--- src/design/sfp_pkg.sv ---
// Shared types and constants for the serial frame parser.
package sfp_pkg;

   localparam int BYTE_W = 8;
   localparam int LEN_W  = 7;
   localparam int IDX_W  = 6;

   // configuration register indexes
   localparam logic CSR_HEAD_BYTE   = 1'b0;
   localparam logic CSR_MAX_PAYLOAD = 1'b1;

   localparam logic [BYTE_W-1:0] HEAD_BYTE_RESET   = 8'd239;
   localparam logic [LEN_W-1:0]  MAX_PAYLOAD_RESET = 7'd64;

   typedef struct packed {
      logic [BYTE_W-1:0] device_id;
      logic [BYTE_W-1:0] system_id;
      logic [BYTE_W-1:0] message_id;
      logic [BYTE_W-1:0] sequence_res;
      logic [LEN_W-1:0]  payload_length;
   } frame_info_type;

endpackage

--- src/design/sfp_ram.sv ---
// Generic single-write, single-read RAM with registered read data.
module sfp_ram #(
   parameter int WIDTH  = 8,
   parameter int DEPTH  = 64,
   parameter int ADDR_W = (DEPTH > 1) ? $clog2(DEPTH) : 1
) (
   input  logic              clock,
   input  logic              wr_en,
   input  logic [ADDR_W-1:0] wr_addr,
   input  logic [WIDTH-1:0]  wr_data,
   input  logic              rd_en,
   input  logic [ADDR_W-1:0] rd_addr,
   output logic [WIDTH-1:0]  rd_data
);

   logic [WIDTH-1:0] mem [DEPTH];
   logic [WIDTH-1:0] rd_data_ff;

   always_ff @(posedge clock) begin
      if (wr_en) begin
         mem[wr_addr] <= wr_data;
      end
      if (rd_en) begin
         rd_data_ff <= mem[rd_addr];
      end
   end

   assign rd_data = rd_data_ff;

endmodule

--- src/design/sfp_rx.sv ---
// Receive side: head hunt, header capture, payload store writes, checksum check.
module sfp_rx #(
   parameter int MAX_PAYLOAD_BYTES = 64,
   parameter int ADDR_W            = 6
) (
   input  logic                          clock,
   input  logic                          reset,
   input  logic                          byte_accept,
   input  logic [sfp_pkg::BYTE_W-1:0]    rx_byte,
   input  logic [sfp_pkg::BYTE_W-1:0]    head_byte,
   input  logic [sfp_pkg::LEN_W-1:0]     max_payload,
   output logic                          wr_en,
   output logic [ADDR_W-1:0]             wr_addr,
   output logic [sfp_pkg::BYTE_W-1:0]    wr_data,
   output sfp_pkg::frame_info_type       info,
   output logic                          frame_good
);

   import sfp_pkg::*;

   localparam logic [2:0] PH_HUNT     = 3'd0;
   localparam logic [2:0] PH_DEVICE   = 3'd1;
   localparam logic [2:0] PH_SYSTEM   = 3'd2;
   localparam logic [2:0] PH_MESSAGE  = 3'd3;
   localparam logic [2:0] PH_SEQUENCE = 3'd4;
   localparam logic [2:0] PH_LENGTH   = 3'd5;
   localparam logic [2:0] PH_PAYLOAD  = 3'd6;
   localparam logic [2:0] PH_CHECK    = 3'd7;

   localparam logic [BYTE_W:0] MAX_LEN = (BYTE_W+1)'(MAX_PAYLOAD_BYTES);

   logic [2:0]        phase_ff, phase_in;
   logic [LEN_W-1:0]  count_ff, count_in;
   logic [BYTE_W-1:0] sum_ff, sum_in;
   frame_info_type    info_ff, info_in;
   logic [LEN_W-1:0]  count_inc;
   logic              len_too_long;

   assign count_inc    = count_ff + LEN_W'(1);
   assign len_too_long = ({1'b0, rx_byte} > {2'b00, max_payload}) ||
                         ({1'b0, rx_byte} > MAX_LEN);

   always_comb begin
      phase_in   = phase_ff;
      count_in   = count_ff;
      sum_in     = sum_ff;
      info_in    = info_ff;
      wr_en      = 1'b0;
      frame_good = 1'b0;
      if (byte_accept) begin
         case (phase_ff)
            PH_HUNT: begin
               if (rx_byte == head_byte) begin
                  sum_in   = rx_byte;
                  count_in = '0;
                  phase_in = PH_DEVICE;
               end
            end
            PH_DEVICE: begin
               info_in.device_id = rx_byte;
               sum_in            = sum_ff + rx_byte;
               phase_in          = PH_SYSTEM;
            end
            PH_SYSTEM: begin
               info_in.system_id = rx_byte;
               sum_in            = sum_ff + rx_byte;
               phase_in          = PH_MESSAGE;
            end
            PH_MESSAGE: begin
               info_in.message_id = rx_byte;
               sum_in             = sum_ff + rx_byte;
               phase_in           = PH_SEQUENCE;
            end
            PH_SEQUENCE: begin
               info_in.sequence_res = rx_byte;
               sum_in               = sum_ff + rx_byte;
               phase_in             = PH_LENGTH;
            end
            PH_LENGTH: begin
               if (rx_byte == '0) begin
                  info_in.payload_length = '0;
                  phase_in               = PH_CHECK;
               end else if (len_too_long) begin
                  count_in = '0;
                  phase_in = PH_HUNT;
               end else begin
                  info_in.payload_length = rx_byte[LEN_W-1:0];
                  sum_in                 = sum_ff + rx_byte;
                  count_in               = '0;
                  phase_in               = PH_PAYLOAD;
               end
            end
            PH_PAYLOAD: begin
               wr_en  = 1'b1;
               sum_in = sum_ff + rx_byte;
               if (count_inc >= info_ff.payload_length) begin
                  count_in = '0;
                  phase_in = PH_CHECK;
               end else begin
                  count_in = count_inc;
               end
            end
            default: begin
               // checksum byte; a mismatch just goes back to hunting
               count_in   = '0;
               phase_in   = PH_HUNT;
               frame_good = (rx_byte == sum_ff);
            end
         endcase
      end
   end

   assign wr_addr = ADDR_W'(count_ff);
   assign wr_data = rx_byte;
   assign info    = info_ff;

   always_ff @(posedge clock) begin
      if (reset) begin
         phase_ff <= PH_HUNT;
         count_ff <= '0;
      end else begin
         phase_ff <= phase_in;
         count_ff <= count_in;
      end
      sum_ff  <= sum_in;
      info_ff <= info_in;
   end

endmodule

--- src/design/sfp_tx.sv ---
// Readout sequencer: walks the payload store and drives the result register.
module sfp_tx #(
   parameter int ADDR_W = 6
) (
   input  logic                          clock,
   input  logic                          reset,
   input  logic                          frame_good,
   input  sfp_pkg::frame_info_type       info,
   output logic                          busy,
   output logic                          rd_en,
   output logic [ADDR_W-1:0]             rd_addr,
   input  logic [sfp_pkg::BYTE_W-1:0]    rd_data,
   output logic                          rsp_valid,
   input  logic                          rsp_stall,
   output sfp_pkg::frame_info_type       rsp_info,
   output logic [sfp_pkg::IDX_W-1:0]     rsp_byte_index,
   output logic [sfp_pkg::BYTE_W-1:0]    rsp_payload_byte,
   output logic                          rsp_has_payload,
   output logic                          rsp_last
);

   import sfp_pkg::*;

   localparam logic [1:0] ST_IDLE  = 2'd0;
   localparam logic [1:0] ST_FETCH = 2'd1;
   localparam logic [1:0] ST_SHOW  = 2'd2;

   logic [1:0]        state_ff, state_in;
   logic [LEN_W-1:0]  idx_ff, idx_in;
   logic              load_data, load_empty;
   logic              rsp_accept;
   frame_info_type    info_ff;
   logic [IDX_W-1:0]  index_ff;
   logic [BYTE_W-1:0] byte_ff;
   logic              has_ff;
   logic              last_ff;
   logic [LEN_W-1:0]  idx_inc;

   assign rsp_accept = (state_ff == ST_SHOW) && !rsp_stall;
   assign idx_inc    = idx_ff + LEN_W'(1);

   always_comb begin
      state_in   = state_ff;
      idx_in     = idx_ff;
      rd_en      = 1'b0;
      rd_addr    = ADDR_W'(idx_ff);
      load_data  = 1'b0;
      load_empty = 1'b0;
      case (state_ff)
         ST_IDLE: begin
            if (frame_good) begin
               if (info.payload_length == '0) begin
                  load_empty = 1'b1;
                  state_in   = ST_SHOW;
               end else begin
                  idx_in   = '0;
                  rd_en    = 1'b1;
                  rd_addr  = '0;
                  state_in = ST_FETCH;
               end
            end
         end
         ST_FETCH: begin
            load_data = 1'b1;
            state_in  = ST_SHOW;
         end
         ST_SHOW: begin
            if (rsp_accept) begin
               if (last_ff) begin
                  state_in = ST_IDLE;
               end else begin
                  idx_in   = idx_inc;
                  rd_en    = 1'b1;
                  rd_addr  = ADDR_W'(idx_inc);
                  state_in = ST_FETCH;
               end
            end
         end
         default: begin
            state_in = ST_IDLE;
         end
      endcase
   end

   always_ff @(posedge clock) begin
      if (reset) begin
         state_ff <= ST_IDLE;
      end else begin
         state_ff <= state_in;
      end
      idx_ff <= idx_in;
      if (load_empty) begin
         info_ff  <= info;
         index_ff <= '0;
         byte_ff  <= '0;
         has_ff   <= 1'b0;
         last_ff  <= 1'b1;
      end else if (load_data) begin
         info_ff  <= info;
         index_ff <= idx_ff[IDX_W-1:0];
         byte_ff  <= rd_data;
         has_ff   <= 1'b1;
         last_ff  <= (idx_inc == info.payload_length);
      end
   end

   assign busy             = (state_ff != ST_IDLE);
   assign rsp_valid        = (state_ff == ST_SHOW);
   assign rsp_info         = info_ff;
   assign rsp_byte_index   = index_ff;
   assign rsp_payload_byte = byte_ff;
   assign rsp_has_payload  = has_ff;
   assign rsp_last         = last_ff;

endmodule

--- src/design/serial_frame_parser_sum_check.sv ---
// Top level of the serial frame parser with additive checksum.
// Header and payload bytes are taken one per cycle (req_stall low). Once the
// checksum byte matches, req_stall rises and the frame is read back from the
// payload RAM: each payload beat is a RAM read followed by a load of the result
// register, and rsp_stall can hold it; an empty frame gives its single beat in
// the cycle after the checksum byte. A frame of N payload bytes is 6 + N + 1
// input bytes, and input stays stalled until its last beat is accepted.
// Configuration writes to head_byte and max_payload take effect on the next
// byte; the payload RAM needs no clearing after reset.
module serial_frame_parser_sum_check #(
   parameter int MAX_PAYLOAD_BYTES = 64
) (
   input  logic                          clock,
   input  logic                          reset,
   input  logic                          req_valid,
   output logic                          req_stall,
   input  logic [sfp_pkg::BYTE_W-1:0]    req_rx_byte,
   output logic                          rsp_valid,
   input  logic                          rsp_stall,
   output logic [sfp_pkg::BYTE_W-1:0]    rsp_device_id,
   output logic [sfp_pkg::BYTE_W-1:0]    rsp_system_id,
   output logic [sfp_pkg::BYTE_W-1:0]    rsp_message_id,
   output logic [sfp_pkg::BYTE_W-1:0]    rsp_sequence_res,
   output logic [sfp_pkg::LEN_W-1:0]     rsp_payload_length,
   output logic [sfp_pkg::IDX_W-1:0]     rsp_byte_index,
   output logic [sfp_pkg::BYTE_W-1:0]    rsp_payload_byte,
   output logic                          rsp_has_payload,
   output logic                          rsp_last,
   input  logic                          csr_write,
   input  logic                          csr_index,
   input  logic [sfp_pkg::BYTE_W-1:0]    csr_wdata
);

   import sfp_pkg::*;

   localparam int ADDR_W = (MAX_PAYLOAD_BYTES > 1) ? $clog2(MAX_PAYLOAD_BYTES) : 1;

   logic [BYTE_W-1:0] head_ff;
   logic [LEN_W-1:0]  max_len_ff;
   logic              req_accept;
   logic              tx_busy;
   logic              frame_good;
   frame_info_type    info;
   frame_info_type    out_info;
   logic              wr_en;
   logic [ADDR_W-1:0] wr_addr;
   logic [BYTE_W-1:0] wr_data;
   logic              rd_en;
   logic [ADDR_W-1:0] rd_addr;
   logic [BYTE_W-1:0] rd_data;

   always_ff @(posedge clock) begin
      if (reset) begin
         head_ff    <= HEAD_BYTE_RESET;
         max_len_ff <= MAX_PAYLOAD_RESET;
      end else if (csr_write) begin
         case (csr_index)
            CSR_HEAD_BYTE:   head_ff    <= csr_wdata;
            CSR_MAX_PAYLOAD: max_len_ff <= csr_wdata[LEN_W-1:0];
            default:         head_ff    <= head_ff;
         endcase
      end
   end

   // input waits while a frame is being read out of the store
   assign req_stall  = tx_busy;
   assign req_accept = req_valid && !req_stall;

   sfp_rx #(
      .MAX_PAYLOAD_BYTES (MAX_PAYLOAD_BYTES),
      .ADDR_W            (ADDR_W)
   ) u_rx (
      .clock       (clock),
      .reset       (reset),
      .byte_accept (req_accept),
      .rx_byte     (req_rx_byte),
      .head_byte   (head_ff),
      .max_payload (max_len_ff),
      .wr_en       (wr_en),
      .wr_addr     (wr_addr),
      .wr_data     (wr_data),
      .info        (info),
      .frame_good  (frame_good)
   );

   sfp_ram #(
      .WIDTH  (BYTE_W),
      .DEPTH  (MAX_PAYLOAD_BYTES),
      .ADDR_W (ADDR_W)
   ) u_store (
      .clock   (clock),
      .wr_en   (wr_en),
      .wr_addr (wr_addr),
      .wr_data (wr_data),
      .rd_en   (rd_en),
      .rd_addr (rd_addr),
      .rd_data (rd_data)
   );

   sfp_tx #(
      .ADDR_W (ADDR_W)
   ) u_tx (
      .clock            (clock),
      .reset            (reset),
      .frame_good       (frame_good),
      .info             (info),
      .busy             (tx_busy),
      .rd_en            (rd_en),
      .rd_addr          (rd_addr),
      .rd_data          (rd_data),
      .rsp_valid        (rsp_valid),
      .rsp_stall        (rsp_stall),
      .rsp_info         (out_info),
      .rsp_byte_index   (rsp_byte_index),
      .rsp_payload_byte (rsp_payload_byte),
      .rsp_has_payload  (rsp_has_payload),
      .rsp_last         (rsp_last)
   );

   assign rsp_device_id      = out_info.device_id;
   assign rsp_system_id      = out_info.system_id;
   assign rsp_message_id     = out_info.message_id;
   assign rsp_sequence_res   = out_info.sequence_res;
   assign rsp_payload_length = out_info.payload_length;

endmodule

--- config.mk ---
export PLATFORM = sky130hd
export DESIGN_NAME = serial_frame_parser_sum_check
export DESIGN_NICKNAME = d
export VERILOG_FILES = /design/src/design/sfp_pkg.sv /design/src/design/sfp_ram.sv /design/src/design/sfp_rx.sv /design/src/design/sfp_tx.sv /design/src/design/serial_frame_parser_sum_check.sv
export SDC_FILE = /design/constraint.sdc
export NUM_CORES = 1
export LEC_CHECK = 0
export ABC_AREA = 1
export BUFFER_PORTS_ARGS = -buffer_cell sky130_fd_sc_hd__buf_2
export CORE_UTILIZATION = 45
export DETAILED_ROUTE_END_ITERATION = 12
export GPL_ROUTABILITY_DRIVEN = 0
export HOLD_SLACK_MARGIN = 0.08
export PLACE_DENSITY = 0.72
export SLEW_MARGIN = 15
export SYNTH_ARGS = -nofsm -noshare
export SYNTH_HDL_FRONTEND = slang
export SYNTH_SLANG_ARGS = --single-unit
export TNS_END_PERCENT = 30
--- constraint.sdc ---
create_clock -name clock -period 2.89 [get_ports clock]
set_input_delay 0.578 -clock clock [delete_from_list [all_inputs] [get_ports clock]]
set_output_delay 0.578 -clock clock [all_outputs]
set_load 0.03 [all_outputs]
==> impl_metrics.csv <==
group,metric,value,unit
outcome,run_status,"finished clean",
timing,worst_pin_slew,1.05,ns
global_route,antenna_found_initial,1,
setup_path,worst-setup-path-type,"reg -> reg",
setup_path,crit_buf_inv,4,
power,ir_worst_vdd,0.314,mV
routing,routed_via_density,5.60,
clock_tree,cts.htree.levels,3,
power,swShare,20.3,%
timing,finalHoldViolCount,0,
clock_tree,root_buffer,"clkbuf_16",
clock_tree,cts_tree,"done",
timing,rsz0062_at_grt,"true",
synthesis,yosysWarnings,0,
floorplan,die_h,255,um
clock_tree,cts.clk_slew.worst_paths,0.06,ns
clock_tree,clock_latency,0.63,ns
power,power_density,556,nW/um^2
power,seqPwrFrac,54.7,%
clock_tree,numCtsBuffers,66,
synthesis,ys_seq_area_share,66.9,%
global_route,grt_max_degree,70,
setup_path,worst_setup_path_start_kind,"register",
timing,report.final.slew_viol_count,0,
routing,drt_first_pass_iters,6,
clock_tree,cts_sinks,656,
final_layout,layout_commonest_cell,"nand2_1",
synthesis,synthDistinctLibCells,37,
synthesis,synth-async-reset-ratio,0,%
routing,wl_per_cell,21.2,um
final_layout,stdcell_count,3746,
timing,setup_viol,0,
synthesis,synthesis.area,28800,um^2
synthesis,syn_inst,2642,
timing,slew_headroom,30.2,%
global_route,gr-total-overflow,0,
floorplan,core.rowCount,92,
synthesis,yosys-top-cells-area,"edfxtp_1 64%, nand3_1 9.6%, nand2_1 8.1%, inv_1 3.4%, dfxtp_1 3.0%",
timing,post-route-min-period,2.83,ns
setup_path,cp_data_arrival_time,3.18,ns
floorplan,dieArea,65000,um^2
placed_design,hpwl,47300,um
timing,finalSetupTns,0,ns
routing,drt_wl_total,79300,um
synthesis,syn_nets,2688,
global_route,grt_pass1_vias,20000,
final_layout,syn_to_final_growth,18.7,%
power,net-switching-power,0.00386,W
setup_path,crit_path_max_fanout,16,
timing,fin_skew,0.0354,ns
routing,first_iter_violations,2872,
setup_path,required,3.24,ns
hold_path,holdCritPathClass,"in -> reg",
final_layout,drive_above_1_share,16.8,%
floorplan,fp.dieW,255,um
synthesis,synth_edf_count,613,
routing,drc,0,
routing,ant_nets,0,
job,max-cap-violations,0,
setup_path,critical_path.top_delay_family,"simple AND/OR/NAND/NOR gates",
global_route,grt_usage,23.8,%
timing,period_share,97.9,%
routing,via_count,21000,
setup_path,path_cells,"ha_1 > nor3_2 > nand2_2 > nor2_4 > nand2_8 > buf_6 > inv_2 > nor2_4 > inv_4 > buf_6 > nand3_1 > nand3_1 > nand3_1 > nand3_2 > nand2_1",
timing,max_freq,0.353,GHz
setup_path,end_kind,"register",
power,power.leakage,13.7,nW
floorplan,initial_core_util,45.6,%
synthesis,synth-main-ff-cell,"edfxtp_1",
power,p_comb_share,1.9,%
synthesis,synth_area_leader_cell,"edfxtp_1",
placed_design,place_inst,3601,
floorplan,io_pins,79,
setup_path,slowest_delay,0.37,ns
synthesis,syn_avg_cell_area,10.9,um^2
final_layout,final_cell_mix,"622 x nand2_1, 613 x edfxtp_1, 512 x nand3_1",
power,p_int,0.0151,W
global_route,grt_pass1_wl,117000,um
power,clock_power_share,43.5,%
floorplan,core_area,63200,um^2
synthesis,ys_seq_elements,656,
clock_tree,clk_path_buf_depth,3,
synthesis,yosysTopAreaCellShare,63.9,%
setup_path,cp_slowest_cell,"edfxtp_1",
final_layout,layout.nets,2896,
clock_tree,ctsHoldBuffers,0,
setup_path,cpMostUsedCell,"nand3_1",
placed_design,port-buffer-count,78,
[per-stage QoR]
stage / area, um^2 / worst slack, ns / total power (W) / hold WS [ns] / util (%)
after floorplan: 28800 / 0.214 / 0.0107 / 0.400 / -
after global placement: 31200 / -0.355 / 0.0109 / 0.402 / 49.4
after detailed placement: 31200 / -0.372 / 0.0109 / 0.405 / 49.4
after CTS: 33400 / 0.00102 / 0.0191 / 0.174 / 52.8
after global routing: 34200 / -0.0391 / 0.0194 / 0.196 / 54.1
final: 34200 / 0.0609 / 0.0190 / 0.198 / 54.1
[timing repair]
action | in CTS | in global routing
gates cloned | 4 | 12
pin swaps | 2 | 7
endpoints found under the setup margin | 8 | 8
setup buffers | 0 | 11
gates resized for setup | 7 | 69
[flip-flops by register name, indices dropped and copies added, names as in the netlist]
signal                 cells
u_tx.rsp_has_payload       1
u_tx.rsp_byte_index        6
max_len_ff                 7
u_rx.phase_ff              3
u_tx.idx_ff                7
u_rx.info                 39
u_tx.rsp_info             39
u_store.mem              512
u_store.rd_data            8
head_ff                    8
u_rx.count_ff              7
u_rx.sum_ff                8
u_tx.rsp_last              1
u_tx.rsp_payload_byte      8
u_tx.state_ff              2
[per-layer routing]
metal / GRT usage (%) / share of wire (%) / vias up
met5: 0 / 0 / -
met4: 9.89 / 3.7 / 0
met3: 3.91 / 9.7 / 188
met2: 38.7 / 48 / 1179
met1: 31.7 / 39 / 10200
li1: - / - / 9454
[layout make-up]
type                    count  area (um^2)
flip-flops and latches    656        19300
repair buffers            293         2830
inverters                 267         1020
diodes                      1         2.50
well taps                 846         1060
multi-input cells        1566         7940
clock inverters            37          344
clock buffers              80         1700
fillers                  5087        29000
[synth_stat cells (all sizes together) (2+ instances only)]
library cell,n
nand2,628
nand3,578
buf,128
dfxtp,43
nand3b,97
or2,5
ha,23
o211ai,5
inv,266
edfxtp,613
xnor2,4
nand4,9
nor2,121
xor2,14
o21ai,25
nor3,4
clkbuf,27
a21oi,42
o22ai,2
[power groups by stage]
stage               Sequential, W  Clock (W)  Combinational (W)
finish                     0.0104    0.00826           0.000355
global route               0.0104    0.00869           0.000379
detailed placement         0.0106          0           0.000343
floorplan                  0.0106          0          0.0000970
CTS                        0.0104    0.00834           0.000345
global placement           0.0106          0           0.000334
[worst paths after layout]
path,startpoint,to,slack (ns),cells after the start
worst min-delay path,csr_wdata[7],head_ff[7]$_SDFFE_PP1P_,0.20,3
worst max register to register,u_rx.sum_ff[5]$_DFFE_PP_,u_store.rd_data[3]$_DFFE_PP_,0.06,15
worst min register to register,u_rx.info[16]$_DFFE_PP_,u_tx.rsp_info[16]$_DFFE_PP_,0.42,0
worst max-delay path,u_rx.sum_ff[5]$_DFFE_PP_,u_store.rd_data[3]$_DFFE_PP_,0.06,15
[kinds of logic after synthesis]
logic type | count (synthesis) | share of synthesized area, %
fa+ha+maj | 24 | 1.07
buf+inv | 422 | 6.69
simple gates | 1443 | 23.3
flops | 656 | 66.9
xor+xnor | 18 | 0.548
compound gates | 79 | 1.48
[worst min-delay path: stages]
cell     delay, ns
buf_2         0.07
nand2_1       0.04
nand3_1       0.07
Power figures use the tool's default switching activity.
